$ cat src/rtl/core/resd_pkg.sv
// ----------------------------------------------------------------------------
// resd_pkg
// Shared types and widths for the descending record sorter.
// ----------------------------------------------------------------------------
package resd_pkg;

  localparam int KEY_W = 16;
  localparam int TAG_W = 8;

  // One stored record, as held in a single memory word.
  typedef struct packed {
    logic [KEY_W-1:0] key;
    logic [TAG_W-1:0] tag;
  } rec_t;

  localparam int REC_W = $bits(rec_t);

endpackage

$ cat src/rtl/core/resd_ram.sv
// ----------------------------------------------------------------------------
// resd_ram
// Generic single-port-write, single-port-read memory with registered read.
// ----------------------------------------------------------------------------
module resd_ram #(
  parameter int W = 8,
  parameter int D = 16
) (
  input  logic                 clk,
  input  logic                 we,
  input  logic [$clog2(D)-1:0] waddr,
  input  logic [W-1:0]         wdata,
  input  logic [$clog2(D)-1:0] raddr,
  output logic [W-1:0]         rdata
);

  logic [W-1:0] mem [D];
  logic [W-1:0] rdata_r;

  always_ff @(posedge clk) begin
    if (we) begin
      mem[waddr] <= wdata;
    end
    rdata_r <= mem[raddr];
  end

  assign rdata = rdata_r;

endmodule

$ cat src/rtl/core/resd_ctrl.sv
// ----------------------------------------------------------------------------
// resd_ctrl
// Sequencer for load, in-memory exchange sort and read-out of the records.
// ----------------------------------------------------------------------------
module resd_ctrl
  import resd_pkg::*;
#(
  parameter int MAX_RECORDS = 64
) (
  input  logic                           clk,
  input  logic                           rst_n,
  input  logic                           in_valid,
  output logic                           in_stall,
  input  logic [KEY_W-1:0]               in_sort_key,
  input  logic [TAG_W-1:0]               in_record_tag,
  input  logic                           in_last_record,
  output logic                           out_valid,
  input  logic                           out_stall,
  output logic [KEY_W-1:0]               out_key,
  output logic [TAG_W-1:0]               out_tag,
  output logic                           out_last,
  output logic                           out_overflow,
  output logic                           mem_we,
  output logic [$clog2(MAX_RECORDS)-1:0] mem_waddr,
  output rec_t                           mem_wdata,
  output logic [$clog2(MAX_RECORDS)-1:0] mem_raddr,
  input  rec_t                           mem_rdata
);

  localparam int AW = $clog2(MAX_RECORDS);
  localparam int CW = $clog2(MAX_RECORDS + 1);

  typedef enum logic [2:0] {
    ST_LOAD,
    ST_START,
    ST_HEAD,
    ST_SCAN,
    ST_WB,
    ST_FETCH,
    ST_SHOW
  } state_t;

  state_t           state_r;
  logic [CW-1:0]    cnt_r;
  logic             drop_r;
  logic [AW-1:0]    i_r;
  logic [AW-1:0]    j_r;
  rec_t             best_r;
  logic             out_valid_r;
  logic [KEY_W-1:0] out_key_r;
  logic [TAG_W-1:0] out_tag_r;
  logic             out_last_r;
  logic             out_ovf_r;

  logic             in_acc;
  logic             room;
  logic [AW-1:0]    last_idx;
  logic             swap;
  logic             sort_done;
  logic             fetch_fwd;
  rec_t             fetch_rec;

  assign in_stall  = (state_r != ST_LOAD);
  assign in_acc    = in_valid && !in_stall;
  assign room      = (cnt_r < CW'(MAX_RECORDS));
  assign last_idx  = AW'(cnt_r - CW'(1));
  assign swap      = (best_r.key < mem_rdata.key);
  assign sort_done = ((i_r + AW'(1)) == last_idx);

  // A set of two records writes position 0 back in the same cycle that
  // position 0 is read for the first output, so that read returns the old
  // word. The held record is the one just written and is taken instead.
  assign fetch_fwd = (cnt_r == CW'(2)) && (i_r == '0);
  assign fetch_rec = fetch_fwd ? best_r : mem_rdata;

  always_comb begin
    mem_we    = 1'b0;
    mem_waddr = '0;
    mem_wdata = best_r;
    mem_raddr = '0;
    unique case (state_r)
      ST_LOAD: begin
        mem_we         = in_acc && room;
        mem_waddr      = cnt_r[AW-1:0];
        mem_wdata.key  = in_sort_key;
        mem_wdata.tag  = in_record_tag;
      end
      ST_START: begin
        mem_raddr = '0;
      end
      ST_HEAD: begin
        mem_raddr = i_r + AW'(1);
      end
      ST_SCAN: begin
        mem_we    = swap;
        mem_waddr = j_r;
        mem_raddr = j_r + AW'(1);
      end
      ST_WB: begin
        mem_we    = 1'b1;
        mem_waddr = i_r;
        mem_raddr = sort_done ? '0 : i_r + AW'(1);
      end
      ST_FETCH: begin
        mem_raddr = i_r;
      end
      ST_SHOW: begin
        mem_raddr = i_r + AW'(1);
      end
      default: begin
        mem_raddr = '0;
      end
    endcase
  end

  always_ff @(posedge clk) begin
    if (!rst_n) begin
      state_r     <= ST_LOAD;
      cnt_r       <= '0;
      drop_r      <= 1'b0;
      i_r         <= '0;
      j_r         <= '0;
      out_valid_r <= 1'b0;
    end else begin
      unique case (state_r)
        ST_LOAD: begin
          if (in_acc) begin
            if (room) begin
              cnt_r <= cnt_r + CW'(1);
            end else begin
              drop_r <= 1'b1;
            end
            if (in_last_record) begin
              state_r <= ST_START;
            end
          end
        end
        ST_START: begin
          i_r     <= '0;
          state_r <= (cnt_r >= CW'(2)) ? ST_HEAD : ST_FETCH;
        end
        ST_HEAD: begin
          best_r  <= mem_rdata;
          j_r     <= i_r + AW'(1);
          state_r <= ST_SCAN;
        end
        ST_SCAN: begin
          if (swap) begin
            best_r <= mem_rdata;
          end
          if (j_r == last_idx) begin
            state_r <= ST_WB;
          end else begin
            j_r <= j_r + AW'(1);
          end
        end
        ST_WB: begin
          if (sort_done) begin
            i_r     <= '0;
            state_r <= ST_FETCH;
          end else begin
            i_r     <= i_r + AW'(1);
            state_r <= ST_HEAD;
          end
        end
        ST_FETCH: begin
          out_valid_r <= 1'b1;
          out_key_r   <= fetch_rec.key;
          out_tag_r   <= fetch_rec.tag;
          out_last_r  <= (i_r == last_idx);
          out_ovf_r   <= drop_r;
          state_r     <= ST_SHOW;
        end
        ST_SHOW: begin
          if (out_valid_r && !out_stall) begin
            out_valid_r <= 1'b0;
            if (out_last_r) begin
              cnt_r   <= '0;
              drop_r  <= 1'b0;
              state_r <= ST_LOAD;
            end else begin
              i_r     <= i_r + AW'(1);
              state_r <= ST_FETCH;
            end
          end
        end
        default: begin
          state_r <= ST_LOAD;
        end
      endcase
    end
  end

  assign out_valid    = out_valid_r;
  assign out_key      = out_key_r;
  assign out_tag      = out_tag_r;
  assign out_last     = out_last_r;
  assign out_overflow = out_ovf_r;

endmodule

$ cat src/rtl/core/record_exchange_sort_desc_core.sv
// ----------------------------------------------------------------------------
// record_exchange_sort_desc_core
// Collects keyed records and returns them in descending key order.
// ----------------------------------------------------------------------------
// Records (a 16-bit unsigned key and an 8-bit tag) are taken one item per
// cycle until an item with in_last_record set arrives; up to MAX_RECORDS are
// kept, and any further records of the set are discarded and reported by
// out_overflow on every result of that set. After the last item the block
// stops taking input and sorts the held set in place in a single record
// memory, following the classic exchange scheme: each position i is held in
// a register while positions i+1 onwards are read one per cycle, and
// whenever the held key is smaller than the key read, the two swap. Records
// with equal keys therefore end up in exactly the order that scheme gives.
// The sort works through the one read and one write port of the memory.
// The records are then delivered in order, each fetched from the memory
// into the output register and held there until the receiver takes it;
// only then is the next one fetched. out_last marks the final one, and
// once that item is taken the block is ready for the next set.
// ----------------------------------------------------------------------------
module record_exchange_sort_desc_core
  import resd_pkg::*;
#(
  parameter int MAX_RECORDS = 64
) (
  input  logic             clk,
  input  logic             rst_n,
  input  logic             in_valid,
  output logic             in_stall,
  input  logic [KEY_W-1:0] in_sort_key,
  input  logic [TAG_W-1:0] in_record_tag,
  input  logic             in_last_record,
  output logic             out_valid,
  input  logic             out_stall,
  output logic [KEY_W-1:0] out_key,
  output logic [TAG_W-1:0] out_tag,
  output logic             out_last,
  output logic             out_overflow
);

  localparam int AW = $clog2(MAX_RECORDS);

  // Memory port signals between the sequencer and the record store.
  logic          mem_we;
  logic [AW-1:0] mem_waddr;
  rec_t          mem_wdata;
  logic [AW-1:0] mem_raddr;
  rec_t          mem_rdata;

  // The sequencer owns the load count, the overflow flag, the sort indices
  // and the output register.
  resd_ctrl #(
    .MAX_RECORDS(MAX_RECORDS)
  ) u_ctrl (
    .clk           (clk),
    .rst_n         (rst_n),
    .in_valid      (in_valid),
    .in_stall      (in_stall),
    .in_sort_key   (in_sort_key),
    .in_record_tag (in_record_tag),
    .in_last_record(in_last_record),
    .out_valid     (out_valid),
    .out_stall     (out_stall),
    .out_key       (out_key),
    .out_tag       (out_tag),
    .out_last      (out_last),
    .out_overflow  (out_overflow),
    .mem_we        (mem_we),
    .mem_waddr     (mem_waddr),
    .mem_wdata     (mem_wdata),
    .mem_raddr     (mem_raddr),
    .mem_rdata     (mem_rdata)
  );

  // Record store: key and tag side by side in one word, so that a swap
  // moves both with a single write.
  resd_ram #(
    .W(REC_W),
    .D(MAX_RECORDS)
  ) u_store (
    .clk  (clk),
    .we   (mem_we),
    .waddr(mem_waddr),
    .wdata(mem_wdata),
    .raddr(mem_raddr),
    .rdata(mem_rdata)
  );

endmodule

$ cat config.mk
export PLATFORM = sky130hd
export DESIGN_NAME = record_exchange_sort_desc_core
export DESIGN_NICKNAME = d
export VERILOG_FILES = /design/src/rtl/core/resd_pkg.sv /design/src/rtl/core/resd_ram.sv /design/src/rtl/core/resd_ctrl.sv /design/src/rtl/core/record_exchange_sort_desc_core.sv
export SDC_FILE = /design/constraint.sdc
export NUM_CORES = 2
export LEC_CHECK = 0
export BUFFER_PORTS_ARGS = -buffer_cell sky130_fd_sc_hd__buf_4
export CORE_MARGIN = 1
export CORE_UTILIZATION = 55
export CTS_CLUSTER_DIAMETER = 30
export CTS_CLUSTER_SIZE = 8
export DETAILED_ROUTE_END_ITERATION = 10
export PLACE_DENSITY = 0.71
export SYNTH_ARGS = -nofsm -noshare
export SYNTH_HDL_FRONTEND = slang
export SYNTH_SLANG_ARGS = --single-unit
$ cat constraint.sdc
create_clock -name clk -period 9.2 [get_ports clk]
set_clock_uncertainty 0.05 [all_clocks]
set_input_delay 0.92 -clock clk [delete_from_list [all_inputs] [get_ports clk]]
set_output_delay 0.92 -clock clk [all_outputs]
set_load 0.01 [all_outputs]
After elaboration in Yosys (flattened, before gate mapping)
Memories as Yosys holds them, arrays and structs flattened. A register that Yosys moved wholly into a read port is not among the register bits.
Cells that the tools add are included.
{"block": "classes", "eq_ne": 20, "add_sub_neg": 4, "magnitude_cmp": 3, "n_reduce_logical": 22, "n_mux": 35}
{"operator": "$mux 24", "n": 3}
{"operator": "$pmux 24 s2", "n": 1}
{"operator": "$pmux 6 s3", "n": 2}
{"operator": "$mux 7", "n": 4}
{"operator": "$mux 6", "n": 4}
{"operator": "$pmux 6 s4", "n": 1}
{"operator": "$mux 3", "n": 7}
{"operator": "$pmux 3 s7", "n": 1}
{"operator": "$eq 6x6->1", "n": 3}
{"operator": "$lt 16x16->1", "n": 1}
{"operator": "$pmux 7 s2", "n": 1}
{"operator": "$add 6x1->6 const B", "n": 2}
{"operator": "$ne 2x1->1 const B", "n": 6}
{"operator": "$pmux 6 s2", "n": 1}
{"operator": "$reduce_and 5->1", "n": 2}
{"operator": "$eq 3x3->1 const B", "n": 3}
{"operator": "$ne 2x2->1 const B", "n": 4}
{"operator": "$add 7x1->7 const B", "n": 1}
{"operator": "$eq 7x2->1 const B", "n": 1}
{"operator": "$ge 7x2->1 const B", "n": 1}
{"operator": "$lt 7x7->1 const B", "n": 1}
{"operator": "$mux 1", "n": 7}
{"operator": "$eq 3x2->1 const B", "n": 2}
{"operator": "$logic_not 6->1", "n": 1}
{"operator": "13 further kinds", "n": 24}
{"block": "word_totals", "ramBits": 1536, "input_bits": 29, "output_inout_bits": 28, "register_bits": 74, "elab_cells": 97, "memories": 1}
{"memory": "u_store.mem", "words": 64, "width": 24, "read_ports": 1, "rd_clocked_by_memory_dff": 1, "write_ports": 1, "line": "resd_ram.sv:17", "source": "logic [W-1:0] mem [D];"}

Logic depth before layout (Yosys ltp)
{"block": "depth", "ltp_word": 7, "mapped_depth": 18, "ltp_nobuf": 12}

Modules after synthesis
A second synthesis with hierarchy kept.
{"block": "unflattened", "hier_cells": 3046, "area_unflattened_um2": 63852.5}
{"mod": "resd_ram", "instances": 1, "area_per_inst_um2": 59295.6, "cells_each": 2610, "seq_area_each_um2": 46604.7}
{"mod": "resd_ctrl", "instances": 1, "area_per_inst_um2": 4556.9, "cells_each": 436, "seq_area_each_um2": 1981.9}

Worst setup path before layout
Ideal clock, no wire load.
{"block": "synth_path", "kind": "flip-flop to flip-flop", "start": "reg u_ctrl.best_r[9] in the netlist's numbering", "end": "mem u_store.mem[57][0] in the netlist's numbering, enable pin", "path_slack_ns": 2.622, "stages_incl_launch_ff": 12, "n_path_buf": 1, "required_ns": 8.613, "setup_ns": 0.537, "period_less_slack_ns": 6.578, "arrival_time_ns": 5.991, "path_cell_list": "edfxtp_1 ha_1 a21o_1 a21o_1 a21o_1 a21o_1 a21o_1 a21oi_1 o31a_1 o21ai_0 clkbuf_1 a2111oi_0"}
{"block": "synth_between", "elab_chain_cells": 4}
{"element": "start: declaration", "line": "resd_ctrl.sv:48", "source": "rec_t best_r;"}
{"element": "start signal: assignment", "line": "resd_ctrl.sv:143", "source": "best_r <= mem_rdata;"}
{"element": "start signal: assignment", "line": "resd_ctrl.sv:149", "source": "best_r <= mem_rdata;"}
{"element": "$lt 16x16->1", "line": "resd_ctrl.sv:67", "source": "assign swap = (best_r.key < mem_rdata.key);"}
{"element": "$pmux 1 s3", "line": "resd_ctrl.sv:81", "source": "unique case (state_r)"}
{"element": "$mux 1", "line": "resd_ram.sv:21", "source": "if (we) begin"}
{"element": "$mux 1 (implied by the code)", "line": "resd_ram.sv:22", "source": "mem[waddr] <= wdata;"}
{"element": "end: declaration", "line": "resd_ram.sv:17"}
No other way between the ends.

Final worst setup path
{"block": "layout_path", "start": "reg u_ctrl.cnt_r[0]", "end": "reg u_store.rdata_r[9], in the netlist u_store.rdata[9] (read register of u_store.mem)"}
{"block": "layout_between", "elab_chain_cells": 4}
{"element": "start: declaration", "line": "resd_ctrl.sv:44", "source": "logic [CW-1:0] cnt_r;"}
{"element": "start signal: assignment", "line": "resd_ctrl.sv:129", "source": "cnt_r <= cnt_r + CW'(1);"}
{"element": "$sub 6x1->6", "line": "resd_ctrl.sv:66", "source": "assign last_idx = AW'(cnt_r - CW'(1));"}
{"element": "$eq 6x6->1", "line": "resd_ctrl.sv:68", "source": "assign sort_done = ((i_r + AW'(1)) == last_idx);"}
{"element": "$mux 6", "line": "resd_ctrl.sv:102", "source": "mem_raddr = sort_done ? '0 : i_r + AW'(1);"}
{"element": "$pmux 6 s4", "line": "resd_ctrl.sv:81"}
{"element": "end: declaration", "line": "resd_ram.sv:18", "source": "logic [W-1:0] rdata_r;"}
No other way between the ends.
A chain may end at the register's enable or synchronous reset.

==> results by group <==
Global routing
  • Initial antenna violation count: 1
  • Gr usage total: a little under a third
  • First-pass GRT wire length: roughly 270000 um
  • Overflow left after global routing: 0
  • Largest net degree at the start of global routing: roughly 180
  • Vias in the first global route: between 40000 and 50000

Floorplan
  • Starting density of the core: a little under three fifths
  • # IOs: 57
  • Core Area: between 100000 and 150000 um^2
  • Die Span Y: between 300 and 400 um
  • FP Rows: about 130
  • Die width: between 300 and 400 um
  • Die area: 121600 um^2

Logic synthesis
  • Count of cell types in the netlist: 70
  • Synth Flop Type: edfxtp_1
  • Avg Cell Area, Syn: 13.61 um^2
  • Ys Warns: 0
  • Syn nets: between 4000 and 5000
  • Area of the mapped netlist: ~66000 um^2
  • Post-synth ARST share: 0%
  • Synth top area cells: edfxtp_1 72%, nand2_1 6.6%, mux2i_1 5.1%, nand3_1 4.5%, a21oi_1 1.6%
  • Seq/Total Area, Yosys: between 70% and 80%
  • Post-Synthesis Cells: between 4000 and 5000
  • Yosys reg bits: approximately 1600
  • Area leader, netlist: edfxtp_1
  • Top post-synthesis cells by count: 1586 x edfxtp_1, 1170 x nand2_1, 589 x nand3_1
  • Number of synthesized flops with an enable pin: 1586
  • Synth top area share: between 70% and 80%
  • Most frequent cell after synthesis: edfxtp_1

Drt
  • Routed vias/inst: between 6 and 7
  • Vias: 43205
  • Post-route DRC: 0
  • Drt first pass iters: 8
  • WL final: ~190000 um
  • WL/cell: approximately 27 um
  • Routed Antenna Nets: 0
  • Initial DRC count: roughly 6300

Run status
  • Status: complete, no violations

Setup path
  • R2R Setup Slk: just under 3 ns
  • Crit Reg-Reg Startpoint: u_ctrl.cnt_r[0]
  • R2r endpoint: u_store.rdata[9]
  • WP data arrival: approximately 7 ns
  • CP Data Required Time: 9.96 ns
  • WS Path Type: reg2reg
  • Critical path buffers and inverters: 3
  • Critical Path Fanout Max: 180
  • Startpoint Class: register
  • Crit path cell chain: inv_1, ha_1, xnor2_1, xor2_1, nor3_1, nand3_1, o21ai_4, buf_12, buf_12, nand2_1, nand3_1, a21oi_1, nor4_1, a22o_1
  • CP startpoint: u_ctrl.cnt_r[0]
  • Stages on the worst setup path: 14
  • CP peak stage delay: 1.16 ns
  • Setup crit end kind: register
  • Crit path max-delay family: simple AND/OR/NAND/NOR gates
  • Crit-path slowest cell: nor4_1
  • Critical Path Sink: u_store.rdata[9]
  • R2r worst-path depth: 14

Pwr
  • Switching Power: around 4.8 mW
  • Int Power: between 15 and 20 mW
  • Worst-case vdd ir drop: ~0.00016 V
  • Reg power frac: 40.7%
  • PwrDens: about 270 nW/um^2
  • Combinational share of power: 6.4%
  • Clock power frac: around 53%
  • Static leakage: around 28 nW
  • Sw Share: 22.54%

STA
  • Ratio of final minimum period to clock period: between 60% and 70%
  • Final min period: between 6 and 7 ns
  • Final-report hold violation count: 0
  • Post-Route Setup TNS: 0 ns
  • Slew margin rel.: under 10%
  • Fin. max-slew vios: 0
  • Final Setup Violations: 0
  • Fmax: ~0.16 GHz
  • Hold slack: 0.2872 ns
  • Worst slew pin tran: 1.385 ns
  • RSZ-0062 raised after global routing: false

CTS
  • Post CTS Setup Buffer Count: 0
  • Clock buffer depth: 4
  • Root Buffer: clkbuf_16
  • Clk Latency, worst-skew pair: approximately 0.90 ns
  • Clock Sinks: 1634
  • Num CTS Buffers: approximately 330
  • CTS H-tree depth: 5
  • TritonCTS clock tree: yes
  • Cts repair resizes: 0
  • Clock transition at path regs: ~0.05 ns
  • Hold_buf cts: 0

Hold path
  • Worst Hold Class: in2reg
  • Worst Hold Launch: rst_n

Cells and area
  • Share of layout cells above drive strength 1: between 10% and 20%
  • Layout area overhead: 20.06%
  • Fin nets: 5138

Placement
  • DP Wirelength: 97760 um
  • PortBufs: 56
  • Routability cong.: between 0.9 and 1

Run
  • Max_cap viols: 0
[per-stage QoR]
step           power (mW)  std cells  utilization [%]  instance area, um^2  setup WS, ns
6_report            21.28       6913            66.97                79400         2.948
5_1_grt             21.77       6912            66.97                79400         2.879
4_1_cts             21.30       6912            66.97                79400         3.277
3_5_place_dp        10.09       6357            58.12                68900         3.355
3_3_place_gp        10.07       6357            58.12                68900         3.419
2_1_floorplan       9.446       4858                -                66130         2.622
[state kept, by name, summed over array words and instances, names as in the netlist, 3 cells and up]
name	flops
u_ctrl.state_r	3
u_store.rdata	24
u_ctrl.i_r	6
u_ctrl.out_key	16
u_ctrl.j_r	6
u_ctrl.cnt_r	7
u_ctrl.out_tag	8
u_ctrl.best_r	24
u_store.mem	1536
[power groups by stage]
stage,Clock (mW),Sequential [mW],Combinational [mW]
5_1_grt,11.7,8.65,1.42
2_1_floorplan,0,8.72,0.730
3_3_place_gp,0,8.77,1.30
6_report,11.3,8.65,1.37
3_5_place_dp,0,8.77,1.32
4_1_cts,11.3,8.65,1.33
[routing by layer]
layer / wire [um] / vias to the layer above / global-route usage [%]
met1: 72650 / 21168 / 43.17
met2: 83660 / 3021 / 45.24
met5: 0 / - / 0
met3: 23050 / 472 / 7.824
met4: 8790 / 0 / 15.14
li1: - / 18544 / -
[tightest hold or removal path, stage by stage]
cell     delay [ns]
buf_4          0.16
nand2_1        0.07
nor2_1         0.04
[cell type report]
class	count	area, um^2
sequential	1634	48590
fill	7807	39160
multi-input combinational	2887	16540
clock buffer	387	8626
tap	1600	2002
clock inverter	168	1871
timing repair buffer	206	1659
inverter	30	112.6
antenna	1	2.502
[cell usage in the layout (no fill, tap or decap), types with 11 or more instances in the layout]
cell type	n
a22o_1	23
bufinv_16	36
dfxtp_1	48
clkbuf_16	333
o21ai_0	23
mux2i_1	340
xnor2_1	17
o22ai_1	29
nand3_1	586
clkinvlp_4	23
buf_4	197
nor3_1	33
clkinv_1	41
edfxtp_1	1586
a21oi_2	20
inv_1	28
nor2_1	51
nand4_1	35
a21oi_1	190
mux2_2	26
a22oi_1	32
o211ai_1	54
nor4_1	44
nand2_1	1144
clkinv_2	49
nand2_2	27
ha_1	21
clkinv_4	11
nor3_2	35
clkbuf_1	45
xor2_1	13
[kinds of logic (layout without fill, tap and decap cells)]
logic type / Yosys count / after routing / share of synthesized area [%]
AND/OR/NAND/NOR: 2016 / 2016 / 13.36
flip-flops: 1634 / 1634 / 73.47
AO/OA/AOI/OAI: 453 / 453 / 4.361
multiplexers: 367 / 367 / 5.606
buffers and inverters: 337 / 791 / 2.412
XOR/XNOR: 30 / 30 / 0.3973
adder cells (fa/ha/maj): 21 / 21 / 0.3973
other: 0 / 1 / 0
[how the worst min path moves through the flow]
stage	slack, ns	endpoint	cells past startpoint
2_1_floorplan	0.35	u_ctrl.best_r[0]	0
5_1_grt	0.29	u_ctrl.j_r[0]	3
3_5_place_dp	0.41	u_ctrl.out_overflow	0
4_1_cts	0.24	u_ctrl.j_r[0]	3
3_3_place_gp	0.39	u_ctrl.out_overflow	0
6_report	0.29	u_ctrl.j_r[0]	3
No activity file was read; power rests on OpenSTA's default activity.
